File: src/sv/lpfs_pkg.sv
`timescale 1ns / 1ps

package lpfs_pkg;

    // receive store size and pixel count of the strip
    localparam int unsigned BUFFER_BYTES = 4096;
    localparam int unsigned PIXELS       = 64;

    // held byte count runs from zero up to the full store size
    localparam int unsigned HELD_W = $clog2(BUFFER_BYTES + 1);
    // any frame that can complete has a payload length below the store size
    localparam int unsigned LEN_W  = $clog2(BUFFER_BYTES);
    localparam int unsigned PLEN_W = 10;
    localparam int unsigned SUM_W  = ((HELD_W > PLEN_W) ? HELD_W : PLEN_W) + 1;

    // frame width divisor: one pixel takes three bytes
    localparam int unsigned WIDTH_DIV = PIXELS * 3;
    // round-up reciprocal, exact for every length below 2**LEN_W
    localparam int unsigned DIV_SHIFT = LEN_W + $clog2(WIDTH_DIV);
    localparam int unsigned RECIP_W   = DIV_SHIFT + 1;
    localparam int unsigned PROD_W    = LEN_W + RECIP_W;
    localparam longint unsigned RECIP_FULL =
        ((64'd1 << DIV_SHIFT) + 64'(WIDTH_DIV) - 64'd1) / 64'(WIDTH_DIV);
    localparam logic [RECIP_W-1:0] RECIP = RECIP_W'(RECIP_FULL);

    // result kinds
    localparam logic [1:0] KIND_HELLO = 2'd0;
    localparam logic [1:0] KIND_BEGIN = 2'd1;
    localparam logic [1:0] KIND_DATA  = 2'd2;
    localparam logic [1:0] KIND_END   = 2'd3;

    // configuration register indexes
    localparam int unsigned CFG_IDX_W = 2;
    localparam logic [CFG_IDX_W-1:0] CFG_HELLO = 2'd0;
    localparam logic [CFG_IDX_W-1:0] CFG_BEGIN = 2'd1;
    localparam logic [CFG_IDX_W-1:0] CFG_DATA  = 2'd2;
    localparam logic [CFG_IDX_W-1:0] CFG_END   = 2'd3;

    typedef struct packed {
        logic [7:0]        link_byte;
        logic              packet_first;
        logic [PLEN_W-1:0] packet_length;
    } link_item_t;

    typedef struct packed {
        logic [1:0]  message_kind;
        logic [31:0] message_value;
        logic [7:0]  payload_byte;
        logic        payload_valid;
        logic        frame_last;
    } msg_item_t;

    typedef struct packed {
        logic [7:0] hello_code;
        logic [7:0] begin_code;
        logic [7:0] data_code;
        logic [7:0] end_code;
    } codes_t;

endpackage

File: src/sv/lpfs_core.sv
`timescale 1ns / 1ps

module lpfs_core (
    input  logic                clk,
    input  logic                rst_n,
    input  logic                step,
    input  lpfs_pkg::link_item_t item,
    input  lpfs_pkg::codes_t    codes,
    output logic                res_valid,
    output lpfs_pkg::msg_item_t res
);

    localparam logic [1:0] PH_LENGTH  = 2'd0;
    localparam logic [1:0] PH_HEADER  = 2'd1;
    localparam logic [1:0] PH_PAYLOAD = 2'd2;
    localparam logic [1:0] PH_STALLED = 2'd3;

    localparam logic [2:0] HDR_HELLO = 3'd0;
    localparam logic [2:0] HDR_BEGIN = 3'd1;
    localparam logic [2:0] HDR_DATA  = 3'd2;
    localparam logic [2:0] HDR_END   = 3'd3;
    localparam logic [2:0] HDR_NONE  = 3'd4;

    logic [1:0]                  phase_reg, phase_next;
    logic [31:0]                 acc_reg, acc_next;
    logic [1:0]                  lbi_reg, lbi_next;
    logic [7:0]                  header_reg, header_next;
    logic [lpfs_pkg::LEN_W-1:0]  pidx_reg, pidx_next;
    logic [7:0]                  first_reg, first_next;
    logic [lpfs_pkg::HELD_W-1:0] held_reg, held_next;
    logic                        drop_reg, drop_next;
    logic [lpfs_pkg::LEN_W-1:0]  width_reg, width_next;

    logic [lpfs_pkg::SUM_W-1:0]  sum_first;
    logic                        drop_now;
    logic [lpfs_pkg::PROD_W-1:0] width_prod;
    logic [2:0]                  hdr_kind;
    logic [lpfs_pkg::LEN_W:0]    pidx_inc;
    logic                        last;
    logic                        done;
    logic [7:0]                  fp;

    // priority: hello, then begin, data, end
    function automatic logic [2:0] decode(input logic [7:0] hdr, input lpfs_pkg::codes_t c);
        logic [2:0] k;
        if (hdr == c.hello_code)
            k = HDR_HELLO;
        else if (hdr == c.begin_code)
            k = HDR_BEGIN;
        else if (hdr == c.data_code)
            k = HDR_DATA;
        else if (hdr == c.end_code)
            k = HDR_END;
        else
            k = HDR_NONE;
        return k;
    endfunction

    // frame width = length / (pixels * 3) by reciprocal multiply
    assign width_prod = lpfs_pkg::PROD_W'(acc_reg[lpfs_pkg::LEN_W-1:0]) *
                        lpfs_pkg::PROD_W'(lpfs_pkg::RECIP);

    always_comb
    begin
        phase_next  = phase_reg;
        acc_next    = acc_reg;
        lbi_next    = lbi_reg;
        header_next = header_reg;
        pidx_next   = pidx_reg;
        first_next  = first_reg;
        held_next   = held_reg;
        drop_next   = drop_reg;
        width_next  = width_reg;
        res_valid   = 1'b0;
        res         = '0;
        done        = 1'b0;
        last        = 1'b0;
        fp          = 8'd0;
        hdr_kind    = HDR_NONE;
        pidx_inc    = {1'b0, pidx_reg} + 1'b1;

        sum_first = lpfs_pkg::SUM_W'(held_reg) + lpfs_pkg::SUM_W'(item.packet_length);
        drop_now  = item.packet_first ?
                    (sum_first > lpfs_pkg::SUM_W'(lpfs_pkg::BUFFER_BYTES)) : drop_reg;

        if (step)
        begin
            drop_next = drop_now;
            if (!drop_now)
            begin
                if (held_reg == lpfs_pkg::HELD_W'(lpfs_pkg::BUFFER_BYTES))
                begin
                    drop_next = 1'b1;
                end
                else
                begin
                    held_next = held_reg + 1'b1;
                    case (phase_reg)
                        PH_LENGTH:
                        begin
                            acc_next = acc_reg | (32'(item.link_byte) << {lbi_reg, 3'b000});
                            lbi_next = lbi_reg + 1'b1;
                            if (lbi_reg == 2'd3)
                                phase_next = PH_HEADER;
                        end
                        PH_HEADER:
                        begin
                            header_next = item.link_byte;
                            pidx_next   = '0;
                            first_next  = 8'd0;
                            width_next  = width_prod[lpfs_pkg::DIV_SHIFT +: lpfs_pkg::LEN_W];
                            hdr_kind    = decode(item.link_byte, codes);
                            if (({1'b0, acc_reg} + 33'd5) > 33'(lpfs_pkg::BUFFER_BYTES))
                            begin
                                phase_next = PH_STALLED;
                            end
                            else if (acc_reg == 32'd0)
                            begin
                                done = 1'b1;
                                last = 1'b1;
                            end
                            else
                            begin
                                phase_next = PH_PAYLOAD;
                            end
                        end
                        PH_PAYLOAD:
                        begin
                            if (pidx_reg == '0)
                                first_next = item.link_byte;
                            pidx_next = pidx_inc[lpfs_pkg::LEN_W-1:0];
                            last      = pidx_inc >= {1'b0, acc_reg[lpfs_pkg::LEN_W-1:0]};
                            fp        = (pidx_reg == '0) ? item.link_byte : first_reg;
                            hdr_kind  = decode(header_reg, codes);
                            done      = last;
                            if (hdr_kind == HDR_DATA)
                            begin
                                res_valid         = 1'b1;
                                res.message_kind  = lpfs_pkg::KIND_DATA;
                                res.message_value = 32'(width_reg);
                                res.payload_byte  = item.link_byte;
                                res.payload_valid = 1'b1;
                                res.frame_last    = last;
                            end
                        end
                        default:
                        begin
                        end
                    endcase

                    // end of frame result for empty frames and control frames
                    if (done && !(phase_reg == PH_PAYLOAD && hdr_kind == HDR_DATA))
                    begin
                        res.frame_last = 1'b1;
                        case (hdr_kind)
                            HDR_HELLO:
                            begin
                                res_valid         = 1'b1;
                                res.message_kind  = lpfs_pkg::KIND_HELLO;
                                res.message_value = 32'(lpfs_pkg::PIXELS);
                            end
                            HDR_BEGIN:
                            begin
                                res_valid         = 1'b1;
                                res.message_kind  = lpfs_pkg::KIND_BEGIN;
                                res.message_value = 32'(fp);
                            end
                            HDR_DATA:
                            begin
                                res_valid         = 1'b1;
                                res.message_kind  = lpfs_pkg::KIND_DATA;
                            end
                            HDR_END:
                            begin
                                res_valid         = 1'b1;
                                res.message_kind  = lpfs_pkg::KIND_END;
                                res.message_value = 32'(fp);
                            end
                            default:
                            begin
                                res_valid = 1'b0;
                            end
                        endcase
                    end

                    if (done)
                    begin
                        held_next  = '0;
                        phase_next = PH_LENGTH;
                        acc_next   = 32'd0;
                        lbi_next   = 2'd0;
                        pidx_next  = '0;
                    end
                end
            end
        end
    end

    always_ff @(posedge clk or negedge rst_n)
    begin
        if (!rst_n)
        begin
            phase_reg  <= PH_LENGTH;
            acc_reg    <= 32'd0;
            lbi_reg    <= 2'd0;
            header_reg <= 8'd0;
            pidx_reg   <= '0;
            first_reg  <= 8'd0;
            held_reg   <= '0;
            drop_reg   <= 1'b0;
            width_reg  <= '0;
        end
        else
        begin
            phase_reg  <= phase_next;
            acc_reg    <= acc_next;
            lbi_reg    <= lbi_next;
            header_reg <= header_next;
            pidx_reg   <= pidx_next;
            first_reg  <= first_next;
            held_reg   <= held_next;
            drop_reg   <= drop_next;
            width_reg  <= width_next;
        end
    end

endmodule

File: src/sv/length_prefixed_frame_splitter.sv
`timescale 1ns / 1ps

// Splits a stream of link packet bytes into length-prefixed frames (4-byte
// little-endian length, header byte, payload) and gives one message per hello,
// begin or end frame and one per data payload byte (one with no byte for an
// empty data frame). Throughput is one link byte per clock while the output
// slot is free or being emptied: each byte passes an input register, the
// combinational frame logic and an output register. Packets that would
// overfill the 4096-byte receive store are dropped whole, and a frame too
// large for the store stops parsing until reset but still takes bytes. Header
// codes are programmable through the cfg port (index 0 hello, 1 begin, 2
// data, 3 end) and should be written only while no link bytes are in flight;
// the cfg port is always ready. No clearing pass is needed after reset.
module length_prefixed_frame_splitter (
    input  logic                                 clk,
    input  logic                                 rst_n,
    input  logic                                 link_valid,
    output logic                                 link_ready,
    input  lpfs_pkg::link_item_t                 link_item,
    output logic                                 msg_valid,
    input  logic                                 msg_ready,
    output lpfs_pkg::msg_item_t                  msg_item,
    input  logic                                 cfg_valid,
    output logic                                 cfg_ready,
    input  logic [lpfs_pkg::CFG_IDX_W-1:0]       cfg_index,
    input  logic [7:0]                           cfg_data
);

    // input register stage
    logic                  stage_valid_reg;
    lpfs_pkg::link_item_t  stage_item_reg;

    // output register stage
    logic                  out_valid_reg;
    lpfs_pkg::msg_item_t   out_item_reg;

    // header code registers
    lpfs_pkg::codes_t      codes_reg;

    logic                  advance;
    logic                  res_valid;
    lpfs_pkg::msg_item_t   res;

    // the staged byte moves on whenever the output slot is free or being emptied
    assign advance    = stage_valid_reg && (!out_valid_reg || msg_ready);
    assign link_ready = !stage_valid_reg || advance;
    assign msg_valid  = out_valid_reg;
    assign msg_item   = out_item_reg;
    assign cfg_ready  = 1'b1;

    lpfs_core u_core (
        .clk       (clk),
        .rst_n     (rst_n),
        .step      (advance),
        .item      (stage_item_reg),
        .codes     (codes_reg),
        .res_valid (res_valid),
        .res       (res)
    );

    // stage control
    always_ff @(posedge clk or negedge rst_n)
    begin
        if (!rst_n)
        begin
            stage_valid_reg <= 1'b0;
            out_valid_reg   <= 1'b0;
        end
        else
        begin
            if (link_valid && link_ready)
                stage_valid_reg <= 1'b1;
            else if (advance)
                stage_valid_reg <= 1'b0;

            // a byte without a message still frees the slot once it is taken
            if (advance)
                out_valid_reg <= res_valid;
            else if (msg_ready)
                out_valid_reg <= 1'b0;
        end
    end

    // payload registers, no reset needed
    always_ff @(posedge clk)
    begin
        if (link_valid && link_ready)
            stage_item_reg <= link_item;
        if (advance && res_valid)
            out_item_reg <= res;
    end

    // configuration writes
    always_ff @(posedge clk or negedge rst_n)
    begin
        if (!rst_n)
        begin
            codes_reg.hello_code <= 8'd0;
            codes_reg.begin_code <= 8'd1;
            codes_reg.data_code  <= 8'd2;
            codes_reg.end_code   <= 8'd3;
        end
        else if (cfg_valid && cfg_ready)
        begin
            case (cfg_index)
                lpfs_pkg::CFG_HELLO: codes_reg.hello_code <= cfg_data;
                lpfs_pkg::CFG_BEGIN: codes_reg.begin_code <= cfg_data;
                lpfs_pkg::CFG_DATA:  codes_reg.data_code  <= cfg_data;
                lpfs_pkg::CFG_END:   codes_reg.end_code   <= cfg_data;
                default:
                begin
                end
            endcase
        end
    end

    // only data messages carry a payload byte
    a_payload_only_data: assert property (@(posedge clk) disable iff (!rst_n)
        msg_valid && msg_item.payload_valid |-> msg_item.message_kind == lpfs_pkg::KIND_DATA)
        else $error("payload byte flagged on a non-data message");

    // a byte with no payload flag must read as zero
    a_payload_zero: assert property (@(posedge clk) disable iff (!rst_n)
        msg_valid && !msg_item.payload_valid |-> msg_item.payload_byte == 8'd0)
        else $error("payload byte not zero without payload flag");

    // control messages always close their frame
    a_control_last: assert property (@(posedge clk) disable iff (!rst_n)
        msg_valid && msg_item.message_kind != lpfs_pkg::KIND_DATA |-> msg_item.frame_last)
        else $error("control message without frame end");

    // a staged byte that cannot move on is kept
    a_stage_kept: assert property (@(posedge clk) disable iff (!rst_n)
        stage_valid_reg && !advance |=> stage_valid_reg && $stable(stage_item_reg))
        else $error("staged link byte lost");

endmodule

File: config.mk
export PLATFORM = sky130hd
export DESIGN_NAME = length_prefixed_frame_splitter
export DESIGN_NICKNAME = d
export VERILOG_FILES = /design/src/sv/lpfs_pkg.sv /design/src/sv/lpfs_core.sv /design/src/sv/length_prefixed_frame_splitter.sv
export SDC_FILE = /design/constraint.sdc
export NUM_CORES = 1
export LEC_CHECK = 0
export BUFFER_PORTS_ARGS = -buffer_cell sky130_fd_sc_hd__buf_2
export CAP_MARGIN = 15
export CORE_ASPECT_RATIO = 0.5
export CORE_MARGIN = 10
export CORE_UTILIZATION = 56
export DETAILED_ROUTE_END_ITERATION = 6
export PLACE_DENSITY = 0.78
export SLEW_MARGIN = 30
export SYNTH_ARGS = -nofsm -noshare
export SYNTH_HDL_FRONTEND = slang
export SYNTH_SLANG_ARGS = --single-unit
export TNS_END_PERCENT = 10
File: constraint.sdc
create_clock -name clk -period 5.2 [get_ports clk]
set_clock_uncertainty 0.05 [all_clocks]
set_input_delay 0.78 -clock clk [delete_from_list [all_inputs] [get_ports clk]]
set_output_delay 0.78 -clock clk [all_outputs]
set_load 0.02 [all_outputs]
==> results of run 1 <==
[kinds of logic after synthesis]
group	synth area share
AO/OA/AOI/OAI	0.131
AND/OR/NAND/NOR	0.126
flip-flops	0.345
multiplexers	0.0569
XOR/XNOR	0.0686
other	0.000632
buffers and inverters	0.0793
adder cells (fa/ha/maj)	0.192
[cell type report]
type                    instances  area, µm²
repair buffers                 67        368
inverters                     149        559
fillers                      1656       7830
clock buffers                  22        475
flip-flops and latches        156       4100
multi-input cells             836       6930
clock inverters                10       78.8
well taps                     273        342
[through the flow]
step	utilization	area (µm²)	total power, µW	worst slack [ps]
finish	0.622	12900	3350	320
global route	0.622	12900	3500	107
CTS	0.622	12900	3350	310
detailed placement	0.595	12300	2160	324
global placement	0.594	12300	2110	456
floorplan	-	12000	1990	140
[layer usage]
metal / part of all wire / track usage
met3: 0.079 / 0.0459
met5: 0 / 0
met2: 0.47 / 0.338
met1: 0.44 / 0.280
met4: 0.015 / 0.0612
[worst max path at each step]
stage	startpoint	to	slack [ps]	cells after the start
6_report	u_core.acc_reg[3]	u_core.width_reg[4]	320	17
4_1_cts	u_core.acc_reg[4]	u_core.width_reg[4]	310	17
3_5_place_dp	u_core.acc_reg[3]	u_core.width_reg[4]	320	17
3_3_place_gp	u_core.acc_reg[3]	u_core.width_reg[4]	460	17
5_1_grt	u_core.acc_reg[4]	u_core.width_reg[4]	110	18
2_1_floorplan	u_core.held_reg[0]	msg_item[0]	140	14
[critical path: stages, from the launching register on]
cell and delay [ps]:
dfrtp_1 500, ha_1 380, inv_1 60, fa_1 540, inv_1 70, fa_1 450
fa_1 390, ha_1 290, ha_1 320, a21o_1 160, a21o_1 170, a21o_1 180
o21ai_0 130, a21bo_2 260, o41a_1 350, a21oi_1 200, xnor2_1 140, mux2i_1 80
[cells in the mapped netlist, types with 5 or more instances]
cell type  number  area share
mux2_2         44       0.042
a21oi_1        36       0.015
and3_1         18      0.0095
clkbuf_1       30      0.0095
dfrtp_1       113        0.24
nand4_1        22       0.012
xnor2_1        60       0.044
o21ai_0        41       0.017
nand2_1        32       0.010
or4_1           7      0.0044
a211oi_1       36       0.023
and4_1          6      0.0044
nand3_1        27       0.011
nor4b_1         5      0.0037
o211ai_1        8      0.0051
nor4_1         19       0.010
o31ai_1         9      0.0057
mux2i_1        18       0.015
ha_1          117        0.12
fa_1           41       0.069
o21a_1          5      0.0032
nor2_1         70       0.022
a22o_1         10      0.0074
inv_1         147       0.046
o22ai_1         7      0.0037
nor3_1         30       0.013
or3_1           6      0.0032
nand2b_1       15      0.0079
buf_4          27       0.017
a21o_1         14      0.0088
a31oi_1         6      0.0032
buf_2           9      0.0038
edfxtp_1       39       0.099
and2_1          8      0.0042
xor2_1         33       0.024
[power breakdown]
group          internal (µW)  total (µW)  switching [µW]
registers               1380        1530             151
logic                    293         631             338
clock network            660        1190             532
total                   2330        3350            1020
==> flow_summary.json, run 1 <==
{
  "status": "finished, final reports clean",
  "placed_cells": 1481,
  "clockBufferDepth": 2,
  "post_cts_buffers": 0,
  "drtAntennaViolNets": 0,
  "layout-drive-gt1-share": 0.134,
  "synth_edf_count": 39,
  "syn2layout_area_growth_pct": 8.27,
  "hold_ws_ps": 359,
  "hpwl_um": 21700,
  "core_um2": 20700,
  "hold_buffers": 0,
  "grt.overflow.total": 0,
  "fin_nets": 1419,
  "r2r-start": "u_core.acc_reg[3]",
  "leakage_uw": 0.00622,
  "die_w_um": 226,
  "routed_wl_um": 29200,
  "diodes": 0,
  "max_freq_mhz": 205,
  "min_period_ps": 4880,
  "worstPathRequired_ps": 5440,
  "io_pins": 81,
  "final_common_cell": "inv_1",
  "max-slew-margin-rel": 0.421,
  "grt_pass1_vias": 8877,
  "power.density_nw_per_um2": 261,
  "antenna_found_initial": 0,
  "fin_setup_tns_ps": 0,
  "syn-cell-area_um2": 11900,
  "reg2regPathDepth": 17,
  "hp-class": "in -> async",
  "drcViolationCount": 0,
  "start_util": 0.574,
  "finalSetupViolCount": 0,
  "worstSetupPathType": "reg -> reg",
  "vias": 9151,
  "path_clk_slew_ps": 70,
  "std_cell_rows": 37,
  "numCtsBuffers": 17,
  "endpoint_kind": "register",
  "wire_per_inst_um": 19.3,
  "ys_warn_count": 0,
  "first_pass_iters": 6,
  "min_period_over_period": 0.938,
  "drtIter0Drc": 847,
  "rrSetupSlack_ps": 320,
  "slew_violations": 0,
  "tightest_slew_ps": 869,
  "clkLatencyLatePin_ps": 440,
  "ir_worst_vdd_mv": 0.178,
  "dieArea_um2": 27800,
  "cts_sinks": 156,
  "grt_setup_unrepaired": "no",
  "htreeDepth": 4,
  "cts_root_buffer": "clkbuf_16",
  "cap_violations": 0,
  "cts_tree": "yes",
  "grt.total_usage": 0.209,
  "grt_pass1_wl_um": 46500,
  "synthArstFlopShare": 0.750,
  "cp_max_fo": 8,
  "routed_via_density": 6.05,
  "fin_cells": 1513,
  "gp_congestion": 0.942,
  "ys_types": 80,
  "ys.flop_type": "dfrtp_1",
  "netlist_instances": 1188,
  "io_buffers": 55,
  "avgSynthCellArea_um2": 10.0,
  "r2r-end": "u_core.width_reg[4]",
  "grt_max_degree": 61,
  "die_h_um": 123,
  "setup.worst_path.start_class": "register",
  "yosysSeqAreaShare": 0.345,
  "ys_seq_elements": 156,
  "layout_common_cells": "147 x inv_1, 117 x ha_1, 113 x dfrtp_1",
  "postCtsResizedCells": 0,
  "cp.arrival_ps": 5120,
  "final-hold-violation-count": 0
}
(Power assumes the default switching activity.)
==> inputs of run 2 (changes only) <==
CORE_ASPECT_RATIO = 1.1   (was 0.5)
CTS_BUF_LIST = sky130_fd_sc_hd__clkbuf_16   (was default)
==> run 2 against run 1 <==
Global-route usage is 0.48 points lower. Critical path depth unchanged. Count of clock-buffer cells in the layout down 5. Critical endpoint unchanged. Sequential share of layout area fell by 0.087 points. Sequential power hardly changed. Non-clock buffer count rose by 3. Worst hold slack worse by 140 ps. Routed wire length decreased by 2.1%. First-iteration DRC count fell by 23%. Die area fell by 1.2%. Flip-flop and latch count unchanged. Largest power group unchanged.
==> flow_summary.json, run 2 (synthesized netlist as in run 1, its figures left out) <==
{
  "leakage_uw": 0.00623,
  "dieArea_um2": 27400,
  "fin_setup_tns_ps": 0,
  "max_freq_mhz": 203,
  "power.density_nw_per_um2": 259,
  "drcViolationCount": 0,
  "fill_cells": 1690,
  "numCtsBuffers": 17,
  "endpoint_kind": "register",
  "cts_root_buffer": "clkbuf_16",
  "antenna_found_initial": 0,
  "tightest_slew_ps": 894,
  "clkLatencyLatePin_ps": 430,
  "grt.total_usage": 0.205,
  "core_um2": 20700,
  "cap_violations": 0,
  "routed_wl_um": 28600,
  "finalWorstSetupSlack_ps": 280,
  "cts_tree": "yes",
  "worstPathRequired_ps": 5440,
  "cp.buffers_inverters": 2,
  "diodes": 0,
  "crit_slowest_cell": "fa_1",
  "finalSetupViolCount": 0,
  "post_cts_buffers": 0,
  "clockBufferDepth": 2,
  "layout_common_cells": "147 x inv_1, 117 x ha_1, 113 x dfrtp_1",
  "postCtsResizedCells": 0,
  "cp.arrival_ps": 5160,
  "ir_worst_vdd_mv": 0.254,
  "cts_sinks": 156,
  "dp_slack_ps": 283,
  "min_period_ps": 4920,
  "final_util": 0.623,
  "io_pins": 81,
  "status": "finished, final reports clean",
  "std_cell_rows": 55,
  "gp_congestion": 0.930,
  "grt_max_degree": 66,
  "worstSetupPathType": "reg -> reg",
  "path_cells": "ha_1, ha_1, fa_1, ha_1, inv_1, fa_1, inv_1, ha_1, and4_1, a221o_1, a21oi_1, o21ai_0, a21bo_2, o41a_1, a21oi_1, xnor2_1, mux2i_1",
  "fin_nets": 1422,
  "slowest_delay_ps": 530,
  "grt_setup_unrepaired": "no",
  "min_period_over_period": 0.946,
  "routed_via_density": 5.97,
  "hold_ws_ps": 223,
  "slew_violations": 0,
  "die_h_um": 173,
  "grt_pass1_wl_um": 46700,
  "grt.overflow.total": 0,
  "max-slew-margin-rel": 0.402,
  "drtIter0Drc": 652,
  "layout-drive-gt1-share": 0.138,
  "setup.worst_path.start_class": "register",
  "hpwl_um": 21500,
  "syn2layout_area_growth_pct": 8.56,
  "wire_per_inst_um": 18.7,
  "die_w_um": 159,
  "drtAntennaViolNets": 0,
  "final_common_cell": "inv_1",
  "first_pass_iters": 5,
  "hold_buffers": 0,
  "fin_cells": 1528,
  "grt_pass1_vias": 9077,
  "hp-class": "in -> async",
  "path_clk_slew_ps": 70,
  "htreeDepth": 4,
  "placed_cells": 1496,
  "cp_max_fo": 8,
  "vias": 9125,
  "final-hold-violation-count": 0,
  "rrSetupSlack_ps": 280,
  "start_util": 0.573,
  "io_buffers": 55,
  "path_common_cell": "ha_1",
  "critPathTopFamily": "adder cells"
}
[run 2: final timing paths]
path	end	depth (start not counted)	start
worst max-delay path	u_core.width_reg[4]	17	u_core.acc_reg[3]
worst min-delay path	codes_reg[0]	1	rst_n
worst max register to register	u_core.width_reg[4]	17	u_core.acc_reg[3]
worst min register to register	u_core.first_reg[3]	2	u_core.first_reg[3]
max in group asynchronous	stage_valid_reg	2	rst_n
min in group clk	u_core.first_reg[3]	2	u_core.first_reg[3]
[run 2: routing by layer]
layer | vias up | part of all wire | track usage
li1 | 4257 | - | -
met1 | 4517 | 0.42 | 0.255
met2 | 307 | 0.51 | 0.356
met3 | 44 | 0.055 | 0.0342
met4 | 0 | 0.018 | 0.0611
met5 | - | 0 | 0
[run 2: cell type report]
cell class | count | area [µm²] | area share
multi-input cells | 836 | 6930 | 0.537
flip-flops and latches | 156 | 4100 | 0.318
inverters | 149 | 559 | 0.0434
clock buffers | 17 | 425 | 0.0330
repair buffers | 70 | 390 | 0.0303
well taps | 285 | 357 | 0.0277
clock inverters | 15 | 130 | 0.0101
[run 2: metrics by stage]
| step | cell area (µm²) | total power (µW) |
|---|---|---|
| final | 12900 | 3340 |
| after global routing | 12900 | 3490 |
| after detailed placement | 12300 | 2150 |
| after floorplan | 12000 | 1990 |
| after CTS | 12900 | 3350 |
| after global placement | 12300 | 2120 |
[run 2: worst register-to-register path, delay by kind of cell (launching register included)]
| kind | cells | cell delay [ps] |
|---|---|---|
| flops | 1 | 480 |
| simple gates | 1 | 210 |
| mux | 1 | 90 |
| xor+xnor | 1 | 140 |
| buf+inv | 2 | 90 |
| fa+ha+maj | 6 | 2230 |
| compound gates | 6 | 1480 |
[run 2: power by group]
| part | total (µW) | switching (µW) | internal [µW] |
|---|---|---|---|
| combinational | 629 | 337 | 292 |
| clock | 1200 | 567 | 630 |
| sequential | 1520 | 143 | 1380 |
